`config.mk`:
```
export PLATFORM = sky130hd
export DESIGN_NAME = ccpe_cfg_flat
export DESIGN_NICKNAME = d
export VERILOG_FILES = /design/src/rtl/core/ccpe_pkg.sv /design/src/rtl/core/ccpe_if.sv /design/src/rtl/core/ccpe_cfg.sv /design/src/flat_wrapper.sv
export SDC_FILE = /design/constraint.sdc
export NUM_CORES = 1
export LEC_CHECK = 0
export BUFFER_PORTS_ARGS = -buffer_cell sky130_fd_sc_hd__buf_2
export CORE_UTILIZATION = 45
export DETAILED_ROUTE_END_ITERATION = 8
export PLACE_DENSITY = 0.74
export SLEW_MARGIN = 20
export SYNTH_ARGS = -nofsm -noshare
export SYNTH_HDL_FRONTEND = slang
export SYNTH_SLANG_ARGS = --single-unit
```
`constraint.sdc`:
```
create_clock -name clk -period 1.2 [get_ports clk]
set_input_delay 0.24 -clock clk [delete_from_list [all_inputs] [get_ports clk]]
set_output_delay 0.24 -clock clk [all_outputs]
set_load 0.01 [all_outputs]
```
`src/rtl/core/ccpe_pkg.sv`:
```
// ----------------------------------------------------------------------------
// ccpe_pkg
// Shared types and constants for the contained circle packing engine.
// ----------------------------------------------------------------------------
package ccpe_pkg;

  localparam int MAX_CIRCLES = 256;
  localparam int IDX_W = $clog2(MAX_CIRCLES);
  localparam int CNT_W = $clog2(MAX_CIRCLES + 1);

  localparam int COORD_W = 14;
  localparam int RAD_W   = 13;
  localparam int GAP_W   = 10;
  localparam int OUTC_W  = 9;
  localparam int DIFF_W  = 15;
  localparam int SQ_W    = 32;

  // Config register indexes
  localparam logic [2:0] REG_CENTRE_X  = 3'd0;
  localparam logic [2:0] REG_CENTRE_Y  = 3'd1;
  localparam logic [2:0] REG_BOUNDARY  = 3'd2;
  localparam logic [2:0] REG_START_RAD = 3'd3;
  localparam logic [2:0] REG_PLACE_GAP = 3'd4;
  localparam logic [2:0] REG_GROW_GAP  = 3'd5;
  localparam logic [2:0] REG_GROW_STEP = 3'd6;

  localparam logic FUNC_PLACE = 1'b0;
  localparam logic FUNC_GROW  = 1'b1;

  typedef struct packed {
    logic [COORD_W-1:0] centre_x;
    logic [COORD_W-1:0] centre_y;
    logic [RAD_W-1:0]   boundary_radius;
    logic [RAD_W-1:0]   start_radius;
    logic [GAP_W-1:0]   place_gap;
    logic [GAP_W-1:0]   grow_gap;
    logic [GAP_W-1:0]   grow_step;
  } cfg_t;

endpackage

```
`src/rtl/core/ccpe_if.sv`:
```


interface ccpe_cfg_if;
  logic        valid;
  logic        ready;
  logic [2:0]  index;
  logic [13:0] data;
  modport source (output valid, index, data, input ready);
  modport sink   (input valid, index, data, output ready);
endinterface

```
`src/rtl/core/ccpe_cfg.sv`:
```
// ----------------------------------------------------------------------------
// ccpe_cfg
// Configuration register file, written over the configuration channel.
// ----------------------------------------------------------------------------
module ccpe_cfg
  import ccpe_pkg::*;
(
  input  logic       clk,
  input  logic       rst,
  ccpe_cfg_if.sink   cfg,
  output cfg_t       regs
);

  assign cfg.ready = 1'b1;

  // Register writes
  always_ff @(posedge clk) begin
    if (rst) begin
      regs.centre_x        <= 14'd6400;
      regs.centre_y        <= 14'd6400;
      regs.boundary_radius <= 13'd4080;
      regs.start_radius    <= 13'd80;
      regs.place_gap       <= 10'd32;
      regs.grow_gap        <= 10'd16;
      regs.grow_step       <= 10'd16;
    end else if (cfg.valid) begin
      case (cfg.index)
        REG_CENTRE_X:  regs.centre_x        <= cfg.data;
        REG_CENTRE_Y:  regs.centre_y        <= cfg.data;
        REG_BOUNDARY:  regs.boundary_radius <= cfg.data[RAD_W-1:0];
        REG_START_RAD: regs.start_radius    <= cfg.data[RAD_W-1:0];
        REG_PLACE_GAP: regs.place_gap       <= cfg.data[GAP_W-1:0];
        REG_GROW_GAP:  regs.grow_gap        <= cfg.data[GAP_W-1:0];
        REG_GROW_STEP: regs.grow_step       <= cfg.data[GAP_W-1:0];
        default: ;
      endcase
    end
  end

endmodule

```
`src/flat_wrapper.sv`:
```
// flat-port wrapper written by rule: the top's interface ports become plain ports
module ccpe_cfg_flat import ccpe_pkg::*;
  (clk, rst, regs, cfg_valid, cfg_index, cfg_data, cfg_ready);
  ccpe_cfg_if cfg_i ();
  input  logic clk;
  input  logic rst;
  output cfg_t regs;
  input wire logic [$bits(cfg_i.valid)-1:0] cfg_valid;
  input wire logic [$bits(cfg_i.index)-1:0] cfg_index;
  input wire logic [$bits(cfg_i.data)-1:0] cfg_data;
  output wire logic [$bits(cfg_i.ready)-1:0] cfg_ready;
  assign cfg_i.valid = cfg_valid;
  assign cfg_i.index = cfg_index;
  assign cfg_i.data = cfg_data;
  assign cfg_ready = cfg_i.ready;
  ccpe_cfg u_core (.clk(clk), .rst(rst), .cfg(cfg_i), .regs(regs));
endmodule
```
==> results of run 1 <==
-- worst max-delay path by stage --
stage                                            start                           end  slack [ns]
after floorplan                           cfg_index[1]  u_core.regs[77]$_SDFFE_PP0P_       -0.07
after global placement                    cfg_index[1]  u_core.regs[77]$_SDFFE_PP0P_       -0.14
after detailed placement                  cfg_index[1]  u_core.regs[77]$_SDFFE_PP0P_       -0.17
after CTS                 u_core.regs[77]$_SDFFE_PP0P_                      regs[77]         0.1
after global routing      u_core.regs[77]$_SDFFE_PP0P_                      regs[77]        0.06
final                     u_core.regs[38]$_SDFFE_PP0P_                      regs[38]        0.11
-- kinds of logic (layout without fill, tap and decap cells) --
kind of cell	Yosys count	count (layout)	synth area share, %
and+or+nand+nor	116	116	20.8
other	1	1	0.113
DFF	84	84	50.6
muxes	84	84	25.3
buffers and inverters	23	142	3.16
-- where the power goes --
group | internal, mW | switching [mW]
Sequential | 2.85 | 0.0320
Clock | 1.39 | 1.00
Combinational | 0.223 | 0.236
-- tightest hold or removal path, delay by kind of cell --
family / cells / cell delay (ns)
simple gates: 1 / 0.06
buf+inv: 1 / 0.10
mux: 1 / 0.06
-- metal layers --
layer / up-vias / part of all wire [%] / GRT usage, %
met5: - / 0 / 0
met4: 0 / 1.3 / 8.05
met3: 10 / 6.4 / 5.00
met2: 79 / 45 / 31.9
met1: 1157 / 47 / 26.8
li1: 1250 / - / -
-- cell usage in the layout (no fill, tap or decap) --
cell          n
clkbuf_1      1
clkbuf_8      9
bufinv_16     3
nand4bb_1     3
and4b_1       1
nand2b_1     79
conb_1        1
nor4bb_1      1
nor4bb_2      1
buf_12        2
or4b_4        1
dfxtp_1      84
buf_4        21
clkinvlp_4    1
nor2_1       28
clkinv_2      1
buf_2       103
mux2i_1      84
inv_6         1
nand4b_1      2
-- cell type report --
type                       count  area [sq um]  area share (%)
clock buffer                  10           128            2.97
clock inverter                 6           111            2.59
multi-input combinational    201          1550            35.9
sequential                    84          1680            39.1
tap                           96           120            2.79
timing repair buffer         126           713            16.6
==> summary.txt, run 1 <==
Hold path
  • Min-delay src: cfg_data[11]
  • Worst Hold Class: input pin to flip-flop
  • Hold Crit Endpoint: u_core.regs[41]$_SDFFE_PP0P_
  • Hold depth: 3

Synthesis
  • Top cells by area, synth: dfxtp_1, mux2i_1, nand2b_1
  • Post-synthesis async set-or-reset flop share: 0%
  • Syn. warnings: 0
  • Most used DFF post-synth: dfxtp_1
  • Largest area contributor in the netlist: dfxtp_1
  • Yosys top cell area share: between 50% and 60%
  • Mapped Cells: roughly 310
  • Number of synthesized flops with an enable pin: 0
  • Top post-synthesis cells by count: dfxtp_1, mux2i_1, nand2b_1, nor2_1, clkbuf_1
  • Number of synthesized register bits: 84
  • Post-synth cell types: 14
  • Syn_nets: approximately 330
  • Share of the yosys chip area belonging to registers: between 50 and 60%
  • Mapped Area: 3320 sq um
  • Mean Syn Cell Area: 10.8 sq um

Floorplanning
  • Chip Height: 87.9 um
  • Row cnt: 30
  • Num ports: 105
  • Die W: around 88 um
  • Core box area: a little under 7000 sq um
  • Die Footprint: roughly 7700 sq um
  • Initial core utilization: between 40% and 50%

STA
  • Crit share post-route: between 90 and 100%
  • Final Hold Vio Count: 0
  • Pins Over Slew Limit: 0
  • Tmin final: between 1 and 1.5 ns
  • WHS: between 0.15 and 0.2 ns
  • RSZ-0062 raised after global routing: false
  • Fin Clk Skew: 0 ns
  • Max frequency: about 900 MHz
  • Setup violators final: 0
  • Setup_tns: 0 ns
  • Post-route setup slack: 0.112 ns

Final layout
  • Filler cell count: about 570
  • Top Registers: u_core.regs: 84 flops
  • Most flops, register: u_core.regs
  • Layout net count: approximately 440
  • Diode count: 0
  • Final Non-Filler Cells: between 500 and 600
  • Post-route cell area: ~4300 sq um
  • Area Growth Syn to Fin: 29.4%
  • Post-layout util: about three fifths
  • Largest register FFs: between 80 and 90
  • Share of layout cells above drive strength 1: roughly a third

Setup path
  • CP Class: flip-flop to output port
  • Worst EP arrival: ~0.85 ns
  • Crit path depth: 1
  • Worst reg2reg setup slack: around 0.55 ns
  • Crit path cell chain: buf_2
  • Crit path buf inv count: 1
  • CP max-delay cell: dfxtp_1
  • Critical Path Start Type: flip-flop
  • Reg2reg end: u_core.regs[42]$_SDFFE_PP0P_
  • CP max FO: 2
  • Cell family with most CP delay: flip-flops
  • Crit path capture type: output port
  • Data required, critical path: 0.96 ns
  • Max incr delay on CP: roughly 0.36 ns
  • Reg2reg path depth: 2
  • Origin of the critical flop-to-flop path: u_core.regs[42]$_SDFFE_PP0P_

Place
  • Placed inst area: slightly above 4000 sq um
  • DP Wirelength: ~5300 um
  • Pre-CTS setup slack: -0.168 ns
  • GPL Wtd Cong: between 0.7 and 0.8
  • Placed cell count: slightly above 500
  • Port Buffer Count: ~100

Global routing
  • GRT Total Usage: 20.3%
  • Vias in the first global route: 2390
  • Initial antenna violation count: 0
  • Largest net degree at the start of global routing: 37
  • GR Overflow Total: 0
  • Global-route wire length before repair: 11800 um

Clock network
  • Clock latency on the worst-skew pair: roughly 0.34 ns
  • Total CTS buffers: 9
  • Resize count post-CTS: 0
  • Setup bufs post-CTS: 0
  • Clock sink total: 84
  • CTS max path bufs: 2
  • CTS HTree Levels: 3
  • Clock-pin transition on the worst setup and hold timing paths: 0.08 ns
  • CTS tree: built
  • Cts hold-fix bufs: 0
  • CTS root buf: clkbuf_8

Pwr
  • Power Total: 5.73 mW
  • Leakage: between 2 and 2.5 nW
  • Pwr dens: 1330 nW/um^2
  • Worst VDD drop: about 750 uV

Detailed routing
  • DRC marker count from the first detailed-route iteration: 64
  • DRT Wirelength: around 7400 um
  • DRC viols: 0
  • Vias: between 2000 and 2500
  • Vias/cell: around 4.8
  • Avg WL per Cell: 14.2 um
  • DR pass1 iterations: 4
  • Post-route ant nets: 0

Outcome
  • Status: complete, no violations

Run
  • Max-Cap Viols: 0
No activity file was read; power rests on OpenSTA's default activity.
==> inputs of run 2 (changes only) <==
- CORE_UTILIZATION: 45 -> 30
- PLACE_DENSITY: 0.74 -> 0.53
==> summary.txt, run 2 (synthesis gave the netlist of run 1 again) <==
Final layout
  • Area of the multi-input gates: approximately 1500 sq um
  • Share of layout cells above drive strength 1: about a third
  • Commonest non-fill, non-tap cell in the layout: buf_2
  • Sequential cell area: approximately 1700 sq um
  • Filler cell count: roughly 1100
  • Post-route cell area: 4310 sq um
  • Area Growth Syn to Fin: 29.7%
  • Layout net count: 442
  • Diode count: 0
  • Top Registers: u_core.regs: 84 flops
  • Most flops, register: u_core.regs
  • Largest register FFs: 84
  • Most frequent cells in the layout: buf_2, mux2i_1, dfxtp_1, nand2b_1, nor2_1
  • Post-layout util: 39.9%

Global routing
  • Initial antenna violation count: 0
  • GR Util met2: 24.6%
  • Global-route wire length before repair: approximately 13000 um
  • Largest net degree at the start of global routing: 43
  • Met1 GRT Util: approximately a fifth
  • Met3 GRT Util: ~4.3%
  • Vias in the first global route: ~2500
  • GRT Max-Usage Layer: met2
  • GR Overflow Total: 0
  • GRT Total Usage: 15.2%

STA
  • Fin Clk Skew: 0 ns
  • Post-route setup slack: roughly 0.11 ns
  • Tmin final: between 1 and 1.5 ns
  • Pins Over Slew Limit: 0
  • Crit share post-route: between 90 and 100%
  • Setup violators final: 0
  • RSZ-0062 raised after global routing: false
  • Final Hold Vio Count: 0
  • Max frequency: between 900 and 1000 MHz

Setup path
  • CP max FO: 2
  • CP max-delay cell: dfxtp_1
  • Max incr delay on CP: about 0.37 ns
  • CP Class: flip-flop to output port
  • Crit path buf inv count: 1
  • Crit path capture: regs[46]
  • Worst reg2reg setup slack: ~0.56 ns
  • Crit path cell chain: buf_2
  • Worst EP arrival: about 0.85 ns
  • Data required, critical path: roughly 0.96 ns
  • Cell family with most CP delay: flip-flops
  • Critical Path Start Type: flip-flop
  • Reg2reg end: u_core.regs[45]$_SDFFE_PP0P_
  • Reg2reg path depth: 2
  • Origin of the critical flop-to-flop path: u_core.regs[45]$_SDFFE_PP0P_
  • Crit path depth: 1
  • Crit path capture type: output port
  • Critical path origin: u_core.regs[46]$_SDFFE_PP0P_

Place
  • Placed inst area: around 4100 sq um
  • Port Buffer Count: between 100 and 150
  • DP Wirelength: 5940 um
  • Pre-CTS setup slack: -0.170 ns
  • GPL Wtd Cong: 0.705

Floorplanning
  • Initial core utilization: a little over 30%
  • Die W: 107 um
  • Die Footprint: about 11000 sq um
  • Num ports: around 110
  • Core box area: approximately 11000 sq um
  • Chip Height: approximately 110 um
  • Row cnt: 38

Detailed routing
  • Avg WL per Cell: about 15 um
  • DR pass1 iterations: 4
  • DRC viols: 0
  • Vias/cell: 4.44
  • Vias: around 2500
  • Post-route ant nets: 0
  • DRT Wirelength: between 8000 and 9000 um
  • DRC marker count from the first detailed-route iteration: 51

Hold path
  • Worst Hold Class: input pin to flip-flop
  • Hold depth: 3

Clock network
  • Setup bufs post-CTS: 0
  • Cts hold-fix bufs: 0
  • Total CTS buffers: 9
  • Clock-pin transition on the worst setup and hold timing paths: approximately 0.090 ns
  • Clock sink total: 84
  • CTS tree: built
  • CTS HTree Levels: 3
  • Resize count post-CTS: 0
  • CTS max path bufs: 2
  • Clock latency on the worst-skew pair: approximately 0.34 ns
  • CTS root buf: clkbuf_8

Outcome
  • Status: complete, no violations

Run
  • Max-Cap Viols: 0

Pwr
  • Worst VDD drop: approximately 580 uV
  • Leakage: between 2 and 2.5 nW
  • Pwr dens: 1210 nW/um^2
-- run 2: power by group --
part           switching, mW  internal [mW]  total [mW]  leakage, nW
logic                  0.245          0.227       0.472         1.42
clock network           1.08          0.776        1.86       0.0829
registers             0.0328           2.85        2.88        0.681
-- run 2: per-stage QoR --
| step | hold WS [ns] | power, mW | std cells | setup TNS (ns) |
|---|---|---|---|---|
| global placement | 0.456 | 3.42 | 551 | -2.36 |
| global route | 0.154 | 5.47 | 567 | 0 |
| detailed placement | 0.466 | 3.43 | 551 | -3.17 |
| CTS | 0.144 | 5.31 | 567 | 0 |
| finish | 0.157 | 5.21 | 567 | 0 |
| floorplan | 0.395 | 3.21 | 308 | -0.658 |
-- run 2: layer usage --
layer,part of all wire (%),vias to the layer above
met5,0,-
met4,1.1,0
met3,6.4,8
met2,46,69
met1,47,1199
li1,-,1243
-- run 2: worst min path at each step --
stage                                       startpoint                      endpoint  slack, ns
after CTS                                 cfg_data[11]  u_core.regs[41]$_SDFFE_PP0P_       0.14
after global placement    u_core.regs[29]$_SDFFE_PP0P_  u_core.regs[29]$_SDFFE_PP0P_       0.46
after detailed placement  u_core.regs[13]$_SDFFE_PP0P_  u_core.regs[13]$_SDFFE_PP0P_       0.47
after floorplan                           cfg_data[11]  u_core.regs[41]$_SDFFE_PP0P_       0.40
after global routing                       cfg_data[6]  u_core.regs[49]$_SDFFE_PP1P_       0.15
final                                     cfg_data[11]  u_core.regs[41]$_SDFFE_PP0P_       0.16
-- run 2: layout make-up --
| type | instances | share of cell area [%] |
|---|---|---|
| clock buffers | 9 | 2.87 |
| flip-flops and latches | 84 | 39.0 |
| multi-input cells | 201 | 35.9 |
| well taps | 140 | 4.07 |
| clock inverters | 7 | 1.34 |
| repair buffers | 126 | 16.8 |
==> inputs of run 3 (changes only) <==
- PLACE_DENSITY: 0.53 -> 0.51
- RECOVER_POWER: not set -> 25
- clock period: 1.2 -> 1.37 ns (I/O delays scaled with it)
==> summary.txt, run 3 (synthesis gave the netlist of run 1 again) <==
Final layout
  • Post-layout util: between 30% and 40%
  • Final Non-Filler Cells: between 500 and 600
  • Top Registers: u_core.regs: 84 flops
  • Layout net count: 440
  • Commonest non-fill, non-tap cell in the layout: buf_2
  • Share of layout cells above drive strength 1: roughly a third
  • Most frequent cells in the layout: buf_2, mux2i_1, dfxtp_1, nand2b_1, nor2_1
  • Post-route cell area: 4240 sq um
  • Largest register FFs: 84
  • Diode count: 0
  • Most flops, register: u_core.regs
  • Area Growth Syn to Fin: 27.5%

Setup path
  • Worst EP arrival: between 1 and 1.5 ns
  • Crit path buf inv count: 2
  • Max incr delay on CP: ~0.44 ns
  • CP max FO: roughly 50
  • Crit path cell chain: clkbuf_1, clkbuf_4, nand2b_1, mux2i_1
  • Crit path depth: 4
  • Critical Path Start Type: input pin
  • Reg2reg path depth: 2
  • CP Class: input pin to flip-flop
  • CP max-delay cell: clkbuf_4
  • Cell family with most CP delay: buffers and inverters
  • Crit path capture type: flip-flop
  • Data required, critical path: 1.59 ns

STA
  • Max frequency: 841 MHz
  • Pins Over Slew Limit: 0
  • Final Hold Vio Count: 0
  • Tmin final: ~1.2 ns
  • Setup_tns: 0 ns
  • Worst Max-Slew Pin Slew: slightly above 0.5 ns
  • Fin Clk Skew: 0 ns
  • RSZ-0062 raised after global routing: false
  • Relative slew slack: ~65%
  • Setup violators final: 0
  • Crit share post-route: 86.8%

Global routing
  • Initial antenna violation count: 0
  • Vias in the first global route: about 2400
  • GR Overflow Total: 0
  • Largest net degree at the start of global routing: 52
  • Global-route wire length before repair: about 13000 um
  • GRT Total Usage: about 15%

Clock network
  • Cts hold-fix bufs: 0
  • Resize count post-CTS: 0
  • CTS HTree Levels: 3
  • Clock-pin transition on the worst setup and hold timing paths: 0.09 ns
  • Clock latency on the worst-skew pair: roughly 0.35 ns
  • CTS tree: built
  • CTS root buf: clkbuf_8
  • Total CTS buffers: 9
  • CTS max path bufs: 2
  • Clock sink total: 84
  • Setup bufs post-CTS: 0

Hold path
  • Hold depth: 3
  • Worst Hold Class: input pin to flip-flop

Detailed routing
  • DRC marker count from the first detailed-route iteration: 51
  • DR pass1 iterations: 4
  • Avg WL per Cell: ~15 um
  • Met1 WL: 3870 um
  • WL met3: 606 um
  • DRC viols: 0
  • Vias: between 2000 and 2500
  • Vias/cell: about 4.4
  • Uppermost routed layer: met4
  • Post-route ant nets: 0
  • Met2 wire length: about 3700 um
  • DRT Wirelength: 8300 um

Pwr
  • Leakage: 2.14 nW
  • Pwr dens: 1080 nW/um^2
  • Internal power: 3.35 mW
  • Clock network fraction of total power: a little over a third
  • Sequential share of power: between 50% and 60%
  • Power Total: ~4.6 mW
  • Worst VDD drop: around 380 uV
  • Switching portion of total power: between 20% and 30%
  • Net switching power: 1.21 mW
  • Share of total power in combinational logic: under 10%

Place
  • Placed cell count: about 550
  • GPL Wtd Cong: 0.700
  • DP Wirelength: 5880 um
  • Port Buffer Count: about 100
  • Placed inst area: ~4000 sq um

Run
  • Max-Cap Viols: 0

Floorplanning
  • Initial core utilization: a little under a third
  • Die W: ~110 um
  • Row cnt: 38
  • Chip Height: between 100 and 150 um
  • Core box area: around 11000 sq um
  • Num ports: 105
  • Die Footprint: ~11000 sq um

Outcome
  • Status: complete, no violations
[run 3: cell count changes in the layout (fill, tap and decap cells not counted), sizes merged]
| cell | previous run | this run |
|---|---|---|
| inv | 3 | 2 |
| buf | 126 | 117 |
| clkinvlp | 3 | 2 |
| clkinv | 1 | 3 |
| clkbuf | 9 | 16 |
[run 3: area by class of cell]
| class | instances | area, sq um |
|---|---|---|
| timing repair buffer | 124 | 654 |
| clock buffer | 9 | 124 |
| fill | 1110 | 6560 |
| multi-input combinational | 201 | 1540 |
| tap | 140 | 175 |
| sequential | 84 | 1680 |
| clock inverter | 7 | 58.8 |
[run 3: path summary, 6_finish.rpt]
check                                    start                            to  slack (ns)
setup reg to reg  u_core.regs[64]$_SDFFE_PP1P_  u_core.regs[64]$_SDFFE_PP1P_        0.72
setup / recovery                           rst  u_core.regs[44]$_SDFFE_PP0P_        0.18
hold / removal                    cfg_data[11]  u_core.regs[41]$_SDFFE_PP0P_        0.18
hold reg to reg   u_core.regs[20]$_SDFFE_PP0P_  u_core.regs[20]$_SDFFE_PP0P_        0.47
[run 3: through the flow]
stage	hold slack, ns	worst slack [ns]
after floorplan	0.429	0.0485
after global placement	0.456	-0.0327
after detailed placement	0.460	-0.0516
after CTS	0.170	0.198
after global routing	0.201	0.104
final	0.185	0.180
[run 3: per-layer routing]
layer  up-vias  global-route usage (%)
li1       1240                       -
met1      1144                    19.0
met2        75                    22.6
met3        13                    5.17
met4         0                    5.58
met5         -                       0
[run 3: worst reg2reg max path, delay by kind of cell, from the launching register on]
kind | cells | cell delay [ns]
DFF | 1 | 0.32
muxes | 1 | 0.09
and+or+nand+nor | 1 | 0.11
[run 3: power groups by stage]
stage | Sequential (mW) | Clock [mW] | Combinational, mW
after floorplan | 2.60 | 0 | 0.202
after global placement | 2.58 | 0 | 0.398
after detailed placement | 2.58 | 0 | 0.402
after CTS | 2.52 | 1.72 | 0.404
after global routing | 2.53 | 1.83 | 0.421
final | 2.52 | 1.65 | 0.388
